<file path="config.mk">
export PLATFORM = sky130hd
export DESIGN_NAME = calendar_day_count_converter
export DESIGN_NICKNAME = d
export VERILOG_FILES = /design/src/cdc_pkg.sv /design/src/calendar_day_count_converter.sv
export VERILOG_INCLUDE_DIRS = /design/src /design/src/src
export SDC_FILE = /design/constraint.sdc
export NUM_CORES = 1
export LEC_CHECK = 0
export BUFFER_PORTS_ARGS = -buffer_cell sky130_fd_sc_hd__buf_2
export CORE_UTILIZATION = 25
export DETAILED_ROUTE_END_ITERATION = 10
export PLACE_DENSITY = 0.39
export SYNTH_ARGS = -nofsm -noshare
export SYNTH_HDL_FRONTEND = slang
export SYNTH_SLANG_ARGS = --single-unit
</file>
<file path="constraint.sdc">
create_clock -name clk_i -period 4.8 [get_ports clk_i]
set_input_delay 0 -clock clk_i [delete_from_list [all_inputs] [get_ports clk_i]]
set_output_delay 0 -clock clk_i [all_outputs]
set_load 0.01 [all_outputs]
</file>
<file path="src/calendar_day_count_converter_defines.svh">
// Assertion macros shared by the calendar day count converter RTL.
`ifndef CALENDAR_DAY_COUNT_CONVERTER_DEFINES_SVH
`define CALENDAR_DAY_COUNT_CONVERTER_DEFINES_SVH

// Same-cycle implication, sampled on clk_i, off while rst_ni is low.
`define CDC_ASSERT_NOW(lbl, pre, post, msg) \
  lbl: assert property (@(posedge clk_i) disable iff (!rst_ni) (pre) |-> (post)) \
    else $error(msg);

// Next-cycle implication, sampled on clk_i, off while rst_ni is low.
`define CDC_ASSERT_NEXT(lbl, pre, post, msg) \
  lbl: assert property (@(posedge clk_i) disable iff (!rst_ni) (pre) |=> (post)) \
    else $error(msg);

`endif

</file>
<file path="src/cdc_pkg.sv">
// Widths, calendar constants and month length table of the day count converter.
package cdc_pkg;

  localparam int YEAR_W  = 12;
  localparam int MONTH_W = 4;
  localparam int DAY_W   = 5;
  localparam int COUNT_W = 16;
  localparam int LEN_W   = 9;   // holds a year length

  localparam logic [MONTH_W-1:0] MONTHS     = 4'd12;
  localparam logic [MONTH_W-1:0] LAST_MONTH = 4'd11;  // December, zero based
  localparam logic [LEN_W-1:0]   COMMON_LEN = 9'd365;

  localparam int M100_W = 7;
  localparam int M400_W = 9;
  localparam logic [M100_W-1:0] M100_LAST = 7'd99;
  localparam logic [M400_W-1:0] M400_LAST = 9'd399;

  // Length of a month, zero-based index, with the leap day on February.
  function automatic logic [DAY_W-1:0] month_len(input logic [MONTH_W-1:0] idx,
                                                 input logic lp);
    logic [DAY_W-1:0] len;
    unique case (idx)
      4'd1:                      len = lp ? 5'd29 : 5'd28;
      4'd3, 4'd5, 4'd8, 4'd10:   len = 5'd30;
      default:                   len = 5'd31;
    endcase
    return len;
  endfunction

endpackage

</file>
<file path="src/calendar_day_count_converter.sv">
// Top level of the Gregorian date to day count converter, both directions.
//
//  channel | direction | handshake             | payload
//  --------+-----------+-----------------------+------------------------------------------
//  in      | input     | in_valid_i/in_stall_o | mode, in_year, in_month, in_day, in_day_count
//  out     | output    | out_valid_o/out_stall_i | out_day_count, out_year, out_month,
//          |           |                       | out_day, leap, invalid
//
// Walk: one shared add/subtract unit walks the calendar one year, then one
//   month, per cycle. A field that needs no calendar walk to reject goes
//   straight from ST_IDLE to ST_FIN.
// Reset: rst_ni clears the sequencer and the output valid; no clearing pass.
// Stalls: in_stall_o is high from acceptance until the result is loaded; a
//   finished result waits in the output register, and a new item is taken meanwhile.
module calendar_day_count_converter
  import cdc_pkg::*;
#(
  parameter int EPOCH_YEAR = 1970,
  parameter int LAST_YEAR  = 2149
) (
  input  logic               clk_i,
  input  logic               rst_ni,
  input  logic               in_valid_i,
  output logic               in_stall_o,
  input  logic               mode_i,
  input  logic [YEAR_W-1:0]  in_year_i,
  input  logic [MONTH_W-1:0] in_month_i,
  input  logic [DAY_W-1:0]   in_day_i,
  input  logic [COUNT_W-1:0] in_day_count_i,
  output logic               out_valid_o,
  input  logic               out_stall_i,
  output logic [COUNT_W-1:0] out_day_count_o,
  output logic [YEAR_W-1:0]  out_year_o,
  output logic [MONTH_W-1:0] out_month_o,
  output logic [DAY_W-1:0]   out_day_o,
  output logic               leap_o,
  output logic               invalid_o
);

`include "calendar_day_count_converter_defines.svh"

  // Accumulator must hold the full span of years plus one more year before
  // the overflow check, and always at least a 16-bit count with headroom.
  localparam int SPAN  = (LAST_YEAR - EPOCH_YEAR + 1) * 366;
  localparam int ACC_W = $clog2(SPAN + 65536);

  localparam logic [YEAR_W-1:0] EPOCH_Y = YEAR_W'(EPOCH_YEAR);
  localparam logic [YEAR_W-1:0] LAST_Y  = YEAR_W'(LAST_YEAR);
  localparam logic [M100_W-1:0] EPOCH_M100 = M100_W'(EPOCH_YEAR % 100);
  localparam logic [M400_W-1:0] EPOCH_M400 = M400_W'(EPOCH_YEAR % 400);

  localparam logic [1:0] ST_IDLE  = 2'd0;
  localparam logic [1:0] ST_YEAR  = 2'd1;
  localparam logic [1:0] ST_MONTH = 2'd2;
  localparam logic [1:0] ST_FIN   = 2'd3;

  logic [1:0]         state_q, state_d;
  logic               mode_q;
  logic [YEAR_W-1:0]  y_in_q;
  logic [MONTH_W-1:0] m_in_q;
  logic [DAY_W-1:0]   d_in_q;
  logic [COUNT_W-1:0] cnt_in_q;
  logic               bad_q, bad_d;
  logic [YEAR_W-1:0]  yr_q, yr_d;
  logic [M100_W-1:0]  m100_q, m100_d;
  logic [M400_W-1:0]  m400_q, m400_d;
  logic [MONTH_W-1:0] mon_q, mon_d;
  logic [ACC_W-1:0]   acc_q, acc_d;

  logic               out_valid_q;
  logic [COUNT_W-1:0] out_cnt_q;
  logic [YEAR_W-1:0]  out_year_q;
  logic [MONTH_W-1:0] out_month_q;
  logic [DAY_W-1:0]   out_day_q;
  logic               out_leap_q;
  logic               out_inv_q;

  logic accept, out_free, out_load;
  logic lp;
  logic [LEN_W-1:0] year_len;
  logic [LEN_W-1:0] mlen;

  // Shared unit: one add or subtract on the accumulator, borrow as compare.
  logic [LEN_W-1:0] alu_op;
  logic             alu_sub;
  logic [ACC_W:0]   alu_res;
  logic             alu_ge;

  assign accept   = in_valid_i && !in_stall_o;
  assign out_free = !out_valid_q || !out_stall_i;
  assign out_load = (state_q == ST_FIN) && out_free;

  assign in_stall_o = (state_q != ST_IDLE);

  // Leap rule from the running year and its mod 100 / mod 400 counters.
  assign lp       = (yr_q[1:0] == 2'd0) && ((m400_q == '0) || (m100_q != '0));
  assign year_len = COMMON_LEN + {{(LEN_W-1){1'b0}}, lp};
  assign mlen     = {{(LEN_W-DAY_W){1'b0}}, month_len(mon_q, lp)};

  always_comb begin
    alu_sub = mode_q;
    if (state_q == ST_YEAR) begin
      alu_op = year_len;
    end else if (!mode_q && (mon_q + 4'd1 == m_in_q)) begin
      alu_op = {{(LEN_W-DAY_W){1'b0}}, d_in_q - 5'd1};
    end else begin
      alu_op = mlen;
    end
    if (alu_sub) begin
      alu_res = {1'b0, acc_q} - {{(ACC_W+1-LEN_W){1'b0}}, alu_op};
    end else begin
      alu_res = {1'b0, acc_q} + {{(ACC_W+1-LEN_W){1'b0}}, alu_op};
    end
    alu_ge = !alu_res[ACC_W];
  end

  always_comb begin
    state_d = state_q;
    bad_d   = bad_q;
    yr_d    = yr_q;
    m100_d  = m100_q;
    m400_d  = m400_q;
    mon_d   = mon_q;
    acc_d   = acc_q;
    unique case (state_q)
      ST_IDLE: begin
        if (accept) begin
          yr_d   = EPOCH_Y;
          m100_d = EPOCH_M100;
          m400_d = EPOCH_M400;
          mon_d  = '0;
          acc_d  = mode_i ? {{(ACC_W-COUNT_W){1'b0}}, in_day_count_i} : '0;
          // Fields that need no calendar walk to reject.
          bad_d  = !mode_i && ((in_year_i < EPOCH_Y) || (in_year_i > LAST_Y) ||
                               (in_month_i == '0) || (in_month_i > MONTHS) ||
                               (in_day_i == '0));
          state_d = bad_d ? ST_FIN : ST_YEAR;
        end
      end
      ST_YEAR: begin
        if (mode_q ? alu_ge : (yr_q != y_in_q)) begin
          // Advance one year.
          acc_d  = alu_res[ACC_W-1:0];
          yr_d   = yr_q + 12'd1;
          m100_d = (m100_q == M100_LAST) ? '0 : m100_q + 7'd1;
          m400_d = (m400_q == M400_LAST) ? '0 : m400_q + 9'd1;
        end else if (mode_q) begin
          bad_d   = (yr_q > LAST_Y);
          state_d = bad_d ? ST_FIN : ST_MONTH;
        end else begin
          // Day range needs the leap flag of the target year.
          bad_d   = (d_in_q > month_len(m_in_q - 4'd1, lp));
          state_d = bad_d ? ST_FIN : ST_MONTH;
        end
      end
      ST_MONTH: begin
        if (mode_q) begin
          if ((mon_q < LAST_MONTH) && alu_ge) begin
            acc_d = alu_res[ACC_W-1:0];
            mon_d = mon_q + 4'd1;
          end else begin
            state_d = ST_FIN;
          end
        end else begin
          acc_d = alu_res[ACC_W-1:0];
          if (mon_q + 4'd1 == m_in_q) begin
            state_d = ST_FIN;  // day offset added this cycle
          end else begin
            mon_d = mon_q + 4'd1;
          end
        end
      end
      ST_FIN: begin
        if (out_free) begin
          state_d = ST_IDLE;
        end
      end
      default: state_d = ST_IDLE;
    endcase
  end

  always_ff @(posedge clk_i or negedge rst_ni) begin
    if (!rst_ni) begin
      state_q     <= ST_IDLE;
      out_valid_q <= 1'b0;
    end else begin
      state_q <= state_d;
      if (out_load) begin
        out_valid_q <= 1'b1;
      end else if (!out_stall_i) begin
        out_valid_q <= 1'b0;
      end
    end
  end

  // Working registers, no reset needed.
  always_ff @(posedge clk_i) begin
    if (accept) begin
      mode_q   <= mode_i;
      y_in_q   <= in_year_i;
      m_in_q   <= in_month_i;
      d_in_q   <= in_day_i;
      cnt_in_q <= in_day_count_i;
    end
    bad_q  <= bad_d;
    yr_q   <= yr_d;
    m100_q <= m100_d;
    m400_q <= m400_d;
    mon_q  <= mon_d;
    acc_q  <= acc_d;
  end

  // Result register; a count that spills past 16 bits is rejected here.
  always_ff @(posedge clk_i) begin
    if (out_load) begin
      if (bad_q || (!mode_q && (|acc_q[ACC_W-1:COUNT_W]))) begin
        out_cnt_q   <= '0;
        out_year_q  <= '0;
        out_month_q <= '0;
        out_day_q   <= '0;
        out_leap_q  <= 1'b0;
        out_inv_q   <= 1'b1;
      end else if (!mode_q) begin
        out_cnt_q   <= acc_q[COUNT_W-1:0];
        out_year_q  <= y_in_q;
        out_month_q <= m_in_q;
        out_day_q   <= d_in_q;
        out_leap_q  <= lp;
        out_inv_q   <= 1'b0;
      end else begin
        out_cnt_q   <= cnt_in_q;
        out_year_q  <= yr_q;
        out_month_q <= mon_q + 4'd1;
        out_day_q   <= acc_q[DAY_W-1:0] + 5'd1;
        out_leap_q  <= lp;
        out_inv_q   <= 1'b0;
      end
    end
  end

  assign out_valid_o     = out_valid_q;
  assign out_day_count_o = out_cnt_q;
  assign out_year_o      = out_year_q;
  assign out_month_o     = out_month_q;
  assign out_day_o       = out_day_q;
  assign leap_o          = out_leap_q;
  assign invalid_o       = out_inv_q;

  `CDC_ASSERT_NEXT(a_accept_busy, accept, state_q != ST_IDLE, "item accepted but sequencer idle")
  `CDC_ASSERT_NOW(a_month_range, state_q == ST_MONTH, mon_q < MONTHS, "month walk past December")
  `CDC_ASSERT_NOW(a_invalid_zero, out_valid_o && invalid_o, (out_day_count_o == '0) && (out_year_o == '0) && (out_month_o == '0) && (out_day_o == '0) && !leap_o, "invalid result with nonzero fields")
  `CDC_ASSERT_NOW(a_valid_date, out_valid_o && !invalid_o, (out_month_o != '0) && (out_month_o <= MONTHS) && (out_day_o != '0), "valid result with bad month or day")

endmodule

</file>
* Yosys cells after proc, flatten, opt, wreduce, memory -nomap -nowiden
Index checks and enable logic that the tools add are counted.
Word-level totals: register bits 131, bits of input ports 42, output and inout port bits 41
Cells by class: add/subtract/negate cells 10, order comparisons 6, equal/unequal tests 26, mux-type cells 54, reduce and logical (&&, ||, !) cells 38
Operators with widths (count):
- 18-bit 2-to-1 mux | 4
- 18-bit one-hot mux with 3 select lines | 1
- 12-bit 2-to-1 mux | 3
- 9-bit 2-to-1 mux | 4
- 16-bit 2-to-1 mux | 2
- 5-bit 2-to-1 mux | 5
- 12-bit greater-than comparator (second input constant) | 2
- 12-bit one-hot mux with 2 select lines | 1
- 7-bit 2-to-1 mux | 3
- 4-bit 2-to-1 mux | 5
- 18-bit by 9-bit adder with 19-bit output | 1
- 19-bit 2-to-1 mux | 1
- 18-bit by 9-bit subtractor with 19-bit output | 1
- 9-bit one-hot mux with 2 select lines | 1
- 4-bit == test (second input constant) | 4
- 2-bit 2-to-1 mux | 7
- 7-bit one-hot mux with 2 select lines | 1
- 12-bit by 1-bit adder with 12-bit output (second input constant) | 1
- 12-bit by 11-bit less-than comparator with 1-bit output (second input constant) | 1
- 12-bit != test | 1
- 3-bit != test (second input constant) | 4
- 1-bit 2-to-1 mux | 11
- 9-bit by 1-bit adder with 9-bit output (first input constant) | 1
- 9-bit by 1-bit adder with 9-bit output (second input constant) | 1
- other kinds (37) | 68

* Longest topological paths before layout
Gate-level depths: netlist (run 1).
word-level depth 18, gate-level depth with buffers 24

* Worst setup path before layout (run 1)
OpenSTA, ideal clock, no wires.
path type reg-to-reg, start point register mon_q[0], end point register m100_q[0], enable pin, library setup time 0.413 ns, data arrival time 4.784 ns, required time 4.387 ns, slack -0.397 ns, stages on the path, launching flop included 21, path buffers 0, clock period less this slack 5.197 ns, cells stage by stage edfxtp_1 > ha_1 > xor2_2 > xnor2_1 > nand3_2 > nor2_2 > mux2i_1 > o21ai_0 > ha_1 > nand3_1 > nor2_1 > ha_1 > or2_2 > ha_1 > o211a_1 > o41ai_1 > a21oi_1 > a21oi_1 > nor2_1 > nor2_1 > nor2_1
On the way: word-level cells in the longest chain between the ends 11, elaborated cells between the ends (all ways) 19, classes of those cells add/sub: 3; eq/ne: 7; mux: 5; reduce/logical: 4
RTL lines:
- start: declaration | line calendar_day_count_converter.sv:67 | logic [MONTH_W-1:0] mon_q, mon_d;
- start signal: assignment | line calendar_day_count_converter.sv:209 | mon_q <= mon_d;
- 4-bit by 1-bit adder with 4-bit output, or another cell as far along | line calendar_day_count_converter.sv:104 | end else if (!mode_q && (mon_q + 4'd1 == m_in_q)) begin
- 4-bit == test / 4-bit OR reduction (equally long branches) | line calendar_day_count_converter.sv:104, cdc_pkg.sv:23
- 1-bit logical AND / 2-bit one-hot mux with 2 select lines (equally long branches) | line calendar_day_count_converter.sv:104, cdc_pkg.sv:23
- 5-bit 2-to-1 mux (*) | line calendar_day_count_converter.sv:104
- 9-bit 2-to-1 mux (*) | line calendar_day_count_converter.sv:102 | if (state_q == ST_YEAR) begin
- 18-bit by 9-bit adder with 19-bit output / 18-bit by 9-bit subtractor with 19-bit output (equally long branches) | line calendar_day_count_converter.sv:112, calendar_day_count_converter.sv:110
- 19-bit 2-to-1 mux (*) | line calendar_day_count_converter.sv:109 | if (alu_sub) begin
- 1-bit zero test (*) | line calendar_day_count_converter.sv:114 | alu_ge = !alu_res[ACC_W];
- 1-bit 2-to-1 mux (*) | line calendar_day_count_converter.sv:141 | if (mode_q ? alu_ge : (yr_q != y_in_q)) begin
- 2-bit by 1-bit != test with 1-bit output (no line) (*)
- 3-bit AND reduction (no line) (*)
- end signal: assignment | line calendar_day_count_converter.sv:207 | m100_q <= m100_d;
- end: declaration | line calendar_day_count_converter.sv:65 | logic [M100_W-1:0] m100_q, m100_d;
Mark *: on every way between the ends. The rest lies on a longest branch, timed or not. A chain may end at the register's enable or synchronous reset.

* Worst setup path in the final report (run 1)
start point register mon_q[0], end point register acc_q[7], data pin
On the way: word-level cells in the longest chain between the ends 10, elaborated cells between the ends (all ways) 19, classes of those cells add/sub: 3; eq/ne: 6; mux: 8; reduce/logical: 2
RTL lines:
- 4-bit by 1-bit adder with 4-bit output, or another cell as far along | line calendar_day_count_converter.sv:104
- 4-bit == test / 4-bit OR reduction (equally long branches) | line calendar_day_count_converter.sv:104, cdc_pkg.sv:23
- 1-bit logical AND / 2-bit one-hot mux with 2 select lines (equally long branches) | line calendar_day_count_converter.sv:104, cdc_pkg.sv:23
- 5-bit 2-to-1 mux (*) | line calendar_day_count_converter.sv:104
- 9-bit 2-to-1 mux (*) | line calendar_day_count_converter.sv:102
- 18-bit by 9-bit adder with 19-bit output / 18-bit by 9-bit subtractor with 19-bit output (equally long branches) | line calendar_day_count_converter.sv:112, calendar_day_count_converter.sv:110
- 19-bit 2-to-1 mux (*) | line calendar_day_count_converter.sv:109
- 18-bit 2-to-1 mux | line calendar_day_count_converter.sv:158 | if ((mon_q < LAST_MONTH) && alu_ge) begin
- 18-bit 2-to-1 mux | line calendar_day_count_converter.sv:157 | if (mode_q) begin
- 18-bit one-hot mux with 3 select lines (*) | line calendar_day_count_converter.sv:125 | unique case (state_q)
- named net acc_d[7] | line calendar_day_count_converter.sv:68 | logic [ACC_W-1:0] acc_q, acc_d;
- end signal: assignment | line calendar_day_count_converter.sv:210 | acc_q <= acc_d;
- end: declaration | line calendar_day_count_converter.sv:68
Mark *: on every way through the listed nets, which the timed path passes. The rest lies on a longest branch. The select of a mux whose other input is x is not followed.

==> results of run 1 <==
-- cell type report --
type                       count  area [sq um]
clock inverter                13           208
multi-input combinational    481          3370
fill                        2900         19000
inverter                      26          97.6
timing repair buffer         178          1260
clock buffer                  19           433
sequential                   131          3920
tap                          384           480
-- kinds of logic (layout without fill, tap and decap cells) --
group	count (synthesis)	after routing	share of synthesized area [%]
AOI/OAI and AO/OA	119	119	10.5
adders and majority gates	42	42	7.26
DFF	131	131	53.3
xor gates and xnor gates	53	53	6.63
muxes	36	36	4.91
and+or+nand+nor	231	231	14.6
buffers and inverters	53	236	2.73
-- worst paths after layout --
check / depth (start not counted) / to / from
worst max-delay path: 21 / acc_q[7] / mon_q[0]
worst min-delay path: 2 / cnt_in_q[8] / in_day_count_i[8]
worst max register to register: 21 / acc_q[7] / mon_q[0]
worst min register to register: 2 / out_day_count_o[0] / cnt_in_q[0]
max in group asynchronous: 3 / out_valid_o / rst_ni
min in group asynchronous: 3 / state_q[1] / rst_ni
-- worst max-delay path, delay by kind of cell (launching register included) --
family                     cells  cell delay [ps]
DFF                            1              460
AOI/OAI and AO/OA              7             1140
muxes                          1              230
xor gates and xnor gates       3              510
adders and majority gates      3              790
buffers and inverters          3              420
and+or+nand+nor                4              690
-- layer usage --
metal	wire [um]	GRT usage, %
met2	10500	25.0
met3	664	3.18
met4	172	3.69
met5	0	0
met1	9230	17.2
-- flip-flops by register name, summed over array words and instances (netlist names) --
signal and cells:
state_q 2, d_in_q 5, mon_q 4, m100_q 7
out_valid_o 1, leap_o 1, cnt_in_q 16, acc_q 18
yr_q 12, out_month_o 4, y_in_q 12, invalid_o 1
out_day_count_o 16, m_in_q 4, alu_sub 1, out_day_o 5
bad_q 1, m400_q 9, out_year_o 12
-- timing repair --
item / CTS / global route
endpoints found under the hold margin: 59 / 0
buffers inserted: 0 / 6
pin swaps: 0 / 11
hold buffers: 42 / 0
setup endpoints to repair: 48 / 59
gates resized for setup: 4 / 24
gates cloned: 0 / 0
-- Yosys cell counts, types with 13 or more instances --
library cell  count
ha_1             41
o21ai_0          41
inv_1            26
nor2_1           89
xor2_1           24
a211oi_1         13
mux2i_1          36
a21oi_1          20
xnor2_1          27
edfxtp_1        128
clkbuf_1         22
nand3_1          30
nand2_1          45
-- per-stage QoR --
step	hold slack, ps	instances	setup WS (ps)	instance area (sq um)
global route	283	1232	-32.5	9770
floorplan	-296	665	59.2	7350
detailed placement	-197	1152	-71.2	8550
finish	289	1232	308	9770
global placement	-196	1152	43.8	8550
CTS	272	1226	14.4	9620
-- power by group through the flow --
stage / clock network [mW] / registers [mW] / logic [mW]
final: 1.46 / 2.21 / 3.28
after global routing: 1.55 / 2.27 / 3.66
after CTS: 1.49 / 2.21 / 3.17
after floorplan: 0 / 2.21 / 1.89
after global placement: 0 / 2.22 / 3.09
after detailed placement: 0 / 2.23 / 3.10
==> impl_metrics.tcl, run 1 <==
set metrics [dict create \
    fin_skew_ps 9.76 \
    n_antenna_cell 0 \
    switching_share_pct 38.7 \
    hpwl_mm 14.4 \
    num_vias 5598 \
    slowest_delay_ps 460 \
    worst-r2r-setup-slack_ps 310 \
    fin_nets 919 \
    power.total_mw 6.95 \
    antenna_found_initial 0 \
    crit_fanout 5 \
    ys_ff_latch 131 \
    drive_gt1_share_pct 23.8 \
    tritoncts "yes" \
    synth_top_cell_area_share_pct 52.3 \
    initialDrtViolationCount 348 \
    post-synth-top-area-cell "edfxtp_1" \
    power.switching_mw 2.69 \
    max_freq_mhz 223 \
    ios 83 \
    drtPass1Iterations 4 \
    status "complete, no violations" \
    ys_warn_count 0 \
    grt_pass1_vias 5933 \
    cp_cell_sequence "ha_2 > xor2_4 > xnor2_2 > nand3_2 > nor2_4 > mux2i_1 > o21ai_2 > ha_4 > buf_4 > xnor2_1 > nor2_1 > ha_1 > buf_4 > o21a_1 > o21ai_1 > buf_4 > a21boi_0 > o21a_1 > o21a_1 > or3_1 > a32o_1" \
    syn_inst 665 \
    async_flop_share_pct 2.29 \
    ys_types 61 \
    drc 0 \
    pwr-share-clk_pct 21.0 \
    internal_power_mw 4.26 \
    ys_seq_area_share_pct 53.3 \
    cap_violations 0 \
    worst_slew_pin_slew_ps 1120 \
    path_class "register to register" \
    netlist_area_sq_um 7350 \
    synth_ff_type "edfxtp_1" \
    crit_required_ps 4980 \
    clk_pin_slew_ps 60 \
    power_leakage_nw 3.75 \
    die_h_um 173 \
    grt_pass1_wl_mm 32.7 \
    arrival_ps 4670 \
    clkLatencyLatePin_ps 430 \
    cpMaxStageDelayCell "edfxtp_1" \
    post_drt_wl_per_cell_um 16.7 \
    fin_crit_ps 4490 \
    place_congestion 0.796 \
    wirelength_mm 20.6 \
    synthTopCellsByArea "edfxtp_1 52%, ha_1 7.0%, mux2i_1 4.9%, nor2_1 4.5%, xnor2_1 3.2%" \
    cts_sinks 131 \
    combPwrFrac_pct 47.2 \
    syn_nets 749 \
    cts_root_buf "clkbuf_16" \
    fin_crit_sh_pct 93.6 \
    vias_per_cell 4.54 \
    track_usage_pct 14.1 \
    start_kind "register" \
    die_x_um 173 \
    maxSlewHeadroom_pct 25.4 \
    p_per_area_nw_per_um2 712 \
    hold_viol_final 0 \
    drv_slew 0 \
    vdd.ir_drop.worst_v 0.000219 \
    num_rows 62 \
    synth-edff-count 128 \
    port_buffers 82 \
    cts_made_buffers 17 \
    area_growth_pct 33.0 \
    detail-route-antenna-nets 0 \
    finalCoreUtilization_pct 33.9 \
    final_common_cell "edfxtp_1" \
    syn_area_per_cell_sq_um 11.0 \
    ctsHtreeMaxLevel 4 \
    final_cell_mix "128 x edfxtp_1, 86 x nor2_1, 82 x buf_2, 52 x buf_4, 44 x nand2_1" \
    setup_violations 0 \
    start_util_pct 25.5 \
    seqPwrFrac_pct 31.8 \
    finalSetupTns_ps 0 \
    hold_class "primary input to register" \
    overflow 0 \
    grt_max_degree 40 \
    dieArea_sq_um 30100 \
    cts_buffer_depth 2 \
    crit_path_end_kind "register" \
    coreArea_sq_um 28800 \
]
Note: power is estimated with default switching activity, not from simulation.
==> run 2: changes to the inputs <==
--- a/config.mk
+++ b/config.mk
@@ -9,7 +9,7 @@
 export BUFFER_PORTS_ARGS = -buffer_cell sky130_fd_sc_hd__buf_2
 export CORE_UTILIZATION = 25
 export DETAILED_ROUTE_END_ITERATION = 10
-export PLACE_DENSITY = 0.39
+export PLACE_DENSITY = 0.38
 export SYNTH_ARGS = -nofsm -noshare
 export SYNTH_HDL_FRONTEND = slang
 export SYNTH_SLANG_ARGS = --single-unit
==> constraint.sdc (replaced) <==
create_clock -name clk_i -period 4.2 [get_ports clk_i]
set_input_delay 0 -clock clk_i [delete_from_list [all_inputs] [get_ports clk_i]]
set_output_delay 0 -clock clk_i [all_outputs]
set_load 0.01 [all_outputs]
==> impl_metrics.tcl, run 2 (same netlist as run 1, synthesis figures left out) <==
set metrics [dict create \
    status "finished with violations" \
    violations "negative setup slack" \
    seqPwrFrac_pct 27.3 \
    largest_reg_flops 18 \
    drive_gt1_share_pct 35.9 \
    finalSetupTns_ps -9920 \
    clk_pin_slew_ps 70 \
    hold_path.startpoint "in_day_count_i[12]" \
    overflow 0 \
    hpwl_mm 14.3 \
    coreArea_sq_um 28800 \
    hold_class "primary input to register" \
    grt_pass1_vias 6288 \
    final_cell_mix "128 x edfxtp_1, 122 x buf_4, 82 x buf_2, 78 x nor2_1, 43 x nand2_1" \
    crit_path_end_kind "register" \
    pwr-share-clk_pct 16.8 \
    vdd.ir_drop.worst_v 0.000313 \
    fin_nets 1006 \
    combPwrFrac_pct 55.9 \
    num_vias 6040 \
    track_usage_pct 14.9 \
    fin_skew_ps 15.9 \
    regArea_sq_um 3920 \
    cpMaxStageDelayCell "edfxtp_1" \
    internal_power_mw 5.46 \
    wirelength_mm 21.9 \
    grt_pass1_wl_mm 34.5 \
    cp_cell_sequence "ha_4 > xor2_2 > xnor2_2 > nand3_2 > nor2_4 > mux2i_1 > o21ai_2 > ha_4 > nand3_4 > nor2_4 > or2_4 > ha_4 > a211oi_2 > nor2_1 > o41ai_2 > buf_4 > a21oi_4 > a21oi_4 > nor2_4 > buf_6 > o221a_4" \
    hold_viol_final 0 \
    hold_slack_ps 303 \
    post_drt_wl_per_cell_um 16.6 \
    start_util_pct 25.5 \
    max_freq_mhz 226 \
    clkLatencyLatePin_ps 430 \
    power_leakage_nw 4.24 \
    finalCoreUtilization_pct 37.7 \
    fin_crit_sh_pct 105 \
    final_common_cell "edfxtp_1" \
    setup_slack_ps -225 \
    crit_start "mon_q[1]" \
    n_antenna_cell 0 \
    setup_violations 58 \
    multiInputGateArea_sq_um 3790 \
    switching_share_pct 40.3 \
    nFillCells 2804 \
    drc 0 \
    dieArea_sq_um 30100 \
    worst_slew_pin_slew_ps 1050 \
    antenna_found_initial 0 \
    cts_buffer_depth 2 \
    start_kind "register" \
    fin_crit_ps 4420 \
    die_x_um 173 \
    port_buffers 82 \
    grt_max_degree 49 \
    power.switching_mw 3.68 \
    place_congestion 0.802 \
    initialDrtViolationCount 371 \
    crit_fanout 5 \
    ctsHtreeMaxLevel 4 \
    cts_root_buf "clkbuf_16" \
    crit_buf_inv 2 \
    path_class "register to register" \
    maxSlewHeadroom_pct 30.1 \
    rsz0062_at_grt "yes" \
    drtPass1Iterations 5 \
    area_growth_pct 47.5 \
    cts_made_buffers 17 \
    vias_per_cell 4.58 \
    p_per_area_nw_per_um2 843 \
    arrival_ps 4590 \
    tritoncts "yes" \
    cts_sinks 131 \
    detail-route-antenna-nets 0 \
    num_rows 62 \
    slowest_delay_ps 490 \
    cap_violations 0 \
    crit_required_ps 4360 \
    die_h_um 173 \
    crit_family "compound AO/OA/AOI/OAI gates" \
    r2r-start "mon_q[1]" \
    ios 83 \
    drv_slew 0 \
    power.total_mw 9.14 \
    largest_register "acc_q" \
]
## run 2: layer usage
layer	up-vias	routed length, um	track usage, %	part of all wire (%)
met5	-	0	0	0
met4	0	213	3.36	0.97
met3	15	681	2.52	3.1
met2	123	10600	25.5	48
met1	2937	10400	19.5	47
li1	2965	-	-	-
## run 2: power groups by stage
stage | Combinational (mW) | Clock (mW) | Sequential (mW)
2_1_floorplan | 2.22 | 0 | 2.53
3_3_place_gp | 3.90 | 0 | 2.50
3_5_place_dp | 3.94 | 0 | 2.51
4_1_cts | 4.86 | 1.57 | 2.49
5_1_grt | 5.58 | 1.62 | 2.54
6_report | 5.11 | 1.54 | 2.49
## run 2: metrics by stage
stage	setup WS, ps	instance area (sq um)	std cells
final	-225	10800	1319
after global routing	-432	10800	1319
after CTS	-209	10600	1314
after detailed placement	-635	9010	1209
after global placement	-497	9010	1209
after floorplan	-147	7410	665
## run 2: worst register-to-register path: stages, from the launching register on
cell	delay [ps]
edfxtp_1	490
ha_4	230
xor2_2	190
xnor2_2	210
nand3_2	140
nor2_4	160
mux2i_1	240
o21ai_2	100
ha_4	190
nand3_4	90
nor2_4	70
or2_4	260
ha_4	220
a211oi_2	220
nor2_1	90
o41ai_2	280
buf_4	180
a21oi_4	80
a21oi_4	210
nor2_4	60
buf_6	140
o221a_4	310
## run 2: repair_timing
action                                  in CTS  in global routing
hold endpoints to repair                    59                  0
hold buffers                                42                  0
buffers inserted                            31                  6
pin swaps                                   36                 26
gates resized for setup                     73                 35
cloned                                       5                  0
endpoints found under the setup margin      63                 64
## run 2: worst paths after layout
kind                                       end  slack (ps)  cells after the start
hold / removal                    cnt_in_q[12]         300                      2
min in group asynchronous           state_q[0]         520                      3
max in group asynchronous           state_q[1]        3480                      3
setup / recovery                     acc_q[15]        -220                     21
hold reg to reg            out_day_count_o[10]         570                      2
setup reg to reg                     acc_q[15]        -220                     21
## run 2: area by class of cell
type                    instances  area share, %
clock inverters                15           1.51
clock buffers                  17           3.93
repair buffers                261           18.0
flip-flops and latches        131           36.2
inverters                      26          0.901
multi-input cells             485           35.0
well taps                     384           4.43
==> run 3: changes to the inputs <==
--- a/config.mk
+++ b/config.mk
@@ -6,6 +6,7 @@
 export SDC_FILE = /design/constraint.sdc
 export NUM_CORES = 1
 export LEC_CHECK = 0
+export ABC_AREA = 1
 export BUFFER_PORTS_ARGS = -buffer_cell sky130_fd_sc_hd__buf_2
 export CORE_UTILIZATION = 25
 export DETAILED_ROUTE_END_ITERATION = 10
==> constraint.sdc (replaced) <==
create_clock -name clk_i -period 4.8 [get_ports clk_i]
set_input_delay 0 -clock clk_i [delete_from_list [all_inputs] [get_ports clk_i]]
set_output_delay 0 -clock clk_i [all_outputs]
set_load 0.01 [all_outputs]
==> impl_metrics.tcl, run 3 <==
set metrics [dict create \
    status "complete, no violations" \
    crit_start "mon_q[0]" \
    ys_seq_area_share_pct 51.9 \
    vias_per_cell 4.54 \
    r2r-start "mon_q[0]" \
    grt_pass1_wl_mm 34.8 \
    die_x_um 176 \
    cts_root_buf "clkbuf_16" \
    fin_crit_ps 4470 \
    crit_required_ps 4960 \
    combPwrFrac_pct 48.6 \
    tritoncts "yes" \
    fin_skew_ps 17.8 \
    ys_warn_count 0 \
    post_drt_wl_per_cell_um 16.7 \
    track_usage_pct 15.0 \
    overflow 0 \
    power.switching_mw 2.94 \
    ys_types 46 \
    yosysMostFrequentCell "nand2_1" \
    ys_ff_latch 131 \
    worst_slew_pin_slew_ps 798 \
    async_flop_share_pct 2.29 \
    start_kind "register" \
    path_class "register to register" \
    initialDrtViolationCount 413 \
    start_util_pct 25.5 \
    cts_buffer_depth 2 \
    cts_sinks 131 \
    syn_area_per_cell_sq_um 9.23 \
    final_cell_mix "173 x nand2_1, 128 x edfxtp_1, 90 x inv_1, 82 x buf_2, 78 x a21oi_1" \
    dieArea_sq_um 30900 \
    internal_power_mw 3.95 \
    maxSlewHeadroom_pct 46.7 \
    ctsHtreeMaxLevel 4 \
    die_h_um 176 \
    place_congestion 0.801 \
    drc 0 \
    hold_viol_final 0 \
    multiInputGateArea_sq_um 3350 \
    worst-r2r-setup-slack_ps 330 \
    hold_class "primary input to register" \
    clkLatencyLatePin_ps 440 \
    syn_inst 818 \
    setup_slack_ps 333 \
    hpwl_mm 15.8 \
    grt_pass1_vias 6120 \
    cts_made_buffers 17 \
    fin_area_sq_um 9810 \
    synth-edff-count 128 \
    synth_top_cell_area_share_pct 50.9 \
    post-synth-top-area-cell "edfxtp_1" \
    largest_reg_flops 18 \
    cpMaxStageDelayCell "edfxtp_1" \
    p_per_area_nw_per_um2 703 \
    n_antenna_cell 0 \
    dp_slack_ps 26.5 \
    num_rows 63 \
    worstReg2RegEnd "acc_q[17]" \
    pwr-share-clk_pct 20.6 \
    drive_gt1_share_pct 19.7 \
    synthTopCellsByArea "edfxtp_1 51%, nand2_1 8.8%, ha_1 6.8%, a21oi_1 5.3%, inv_1 4.6%" \
    drv_slew 0 \
    arrival_ps 4620 \
    port_buffers 82 \
    num_vias 6216 \
    final_common_cell "nand2_1" \
    fin_crit_sh_pct 93.1 \
    slowest_delay_ps 450 \
    coreArea_sq_um 29600 \
    largest_register "acc_q" \
    max_freq_mhz 224 \
    synth_ff_type "edfxtp_1" \
    placed_cell_area_sq_um 8550 \
    crit_fanout 5 \
    ios 83 \
    switching_share_pct 42.7 \
    vdd.ir_drop.worst_v 0.000279 \
    regArea_sq_um 3920 \
    detail-route-antenna-nets 0 \
    antenna_found_initial 0 \
    setup_violations 0 \
    netlist_area_sq_um 7550 \
    syn_nets 902 \
    fin_nets 1051 \
    grt_max_degree 61 \
    worst-r2r-cell-count 33 \
    drtPass1Iterations 5 \
    cap_violations 0 \
    crit_path_end_kind "register" \
    seqPwrFrac_pct 30.8 \
    area_growth_pct 29.9 \
    power_leakage_nw 4.09 \
    wirelength_mm 22.9 \
    yosys-top-cells-count "178 x nand2_1, 128 x edfxtp_1, 93 x inv_1" \
    clk_pin_slew_ps 70 \
    nFillCells 3121 \
    cp-endpoint "acc_q[17]" \
]
==> run 3: timing repair <==
action | in CTS | in global routing
setup endpoints to repair | 18 | 62
pin swaps | 0 | 12
resized for setup | 1 | 32
hold endpoints to repair | 63 | 0
gates cloned | 0 | 2
setup buffers | 0 | 8
hold buffers | 41 | 0
==> run 3: stage by stage <==
step / instances / hold slack, ps / power, mW / utilization [%] / setup TNS, ps
after global placement: 1287 / -195 / 5.30 / 28.8 / 0
after detailed placement: 1287 / -193 / 5.27 / 28.8 / 0
after floorplan: 818 / -296 / 4.19 / - / 0
after global routing: 1370 / 105 / 7.46 / 33.1 / -338
after CTS: 1360 / 69.0 / 6.75 / 32.3 / 0
final: 1370 / 88.1 / 6.89 / 33.1 / 0
==> run 3: worst min path at each step <==
stage | slack (ps) | end | from | cells past startpoint
floorplan | -300 | out_valid_o | rst_ni | 0
global placement | -200 | out_valid_o | rst_ni | 1
detailed placement | -190 | out_valid_o | rst_ni | 1
CTS | 70 | bad_q | in_valid_i | 5
global route | 110 | bad_q | in_valid_i | 5
finish | 90 | bad_q | in_valid_i | 5
==> run 3: metal layers <==
layer	vias up	wire length, um	track usage [%]
li1	3133	-	-
met1	2954	11500	20.6
met2	111	10400	24.1
met3	18	659	2.77
met4	0	252	4.20
met5	-	0	0
==> run 3: critical path, delay by kind of cell, from the launching register on <==
family	cells	cell delay (ps)
AO/OA/AOI/OAI	3	510
flip-flops	1	450
buffers and inverters	8	730
AND/OR/NAND/NOR	18	1530
adder cells (fa/ha/maj)	4	980
==> run 3: kinds of logic after synthesis <==
group	after synthesis	synth area share, %
compound gates	171	12.8
xor+xnor	22	2.55
fa+ha+maj	42	7.06
buf+inv	116	5.82
flops	131	51.9
simple gates	336	19.9
==> run 3: final cells by class <==
class / count / area share [%]
Clock buffer: 17 / 4.34
Tap cell: 390 / 4.97
Clock inverter: 15 / 1.95
Timing Repair Buffer: 151 / 11.0
Inverter: 95 / 3.63
Multi-Input combinational cell: 571 / 34.1
Sequential cell: 131 / 39.9
==> run 3: power groups by stage <==
stage	clock network (mW)	logic (mW)	registers, mW
CTS	1.45	3.18	2.12
floorplan	0	2.08	2.11
detailed placement	0	3.13	2.14
global route	1.49	3.79	2.17
finish	1.42	3.35	2.12
global placement	0	3.16	2.14
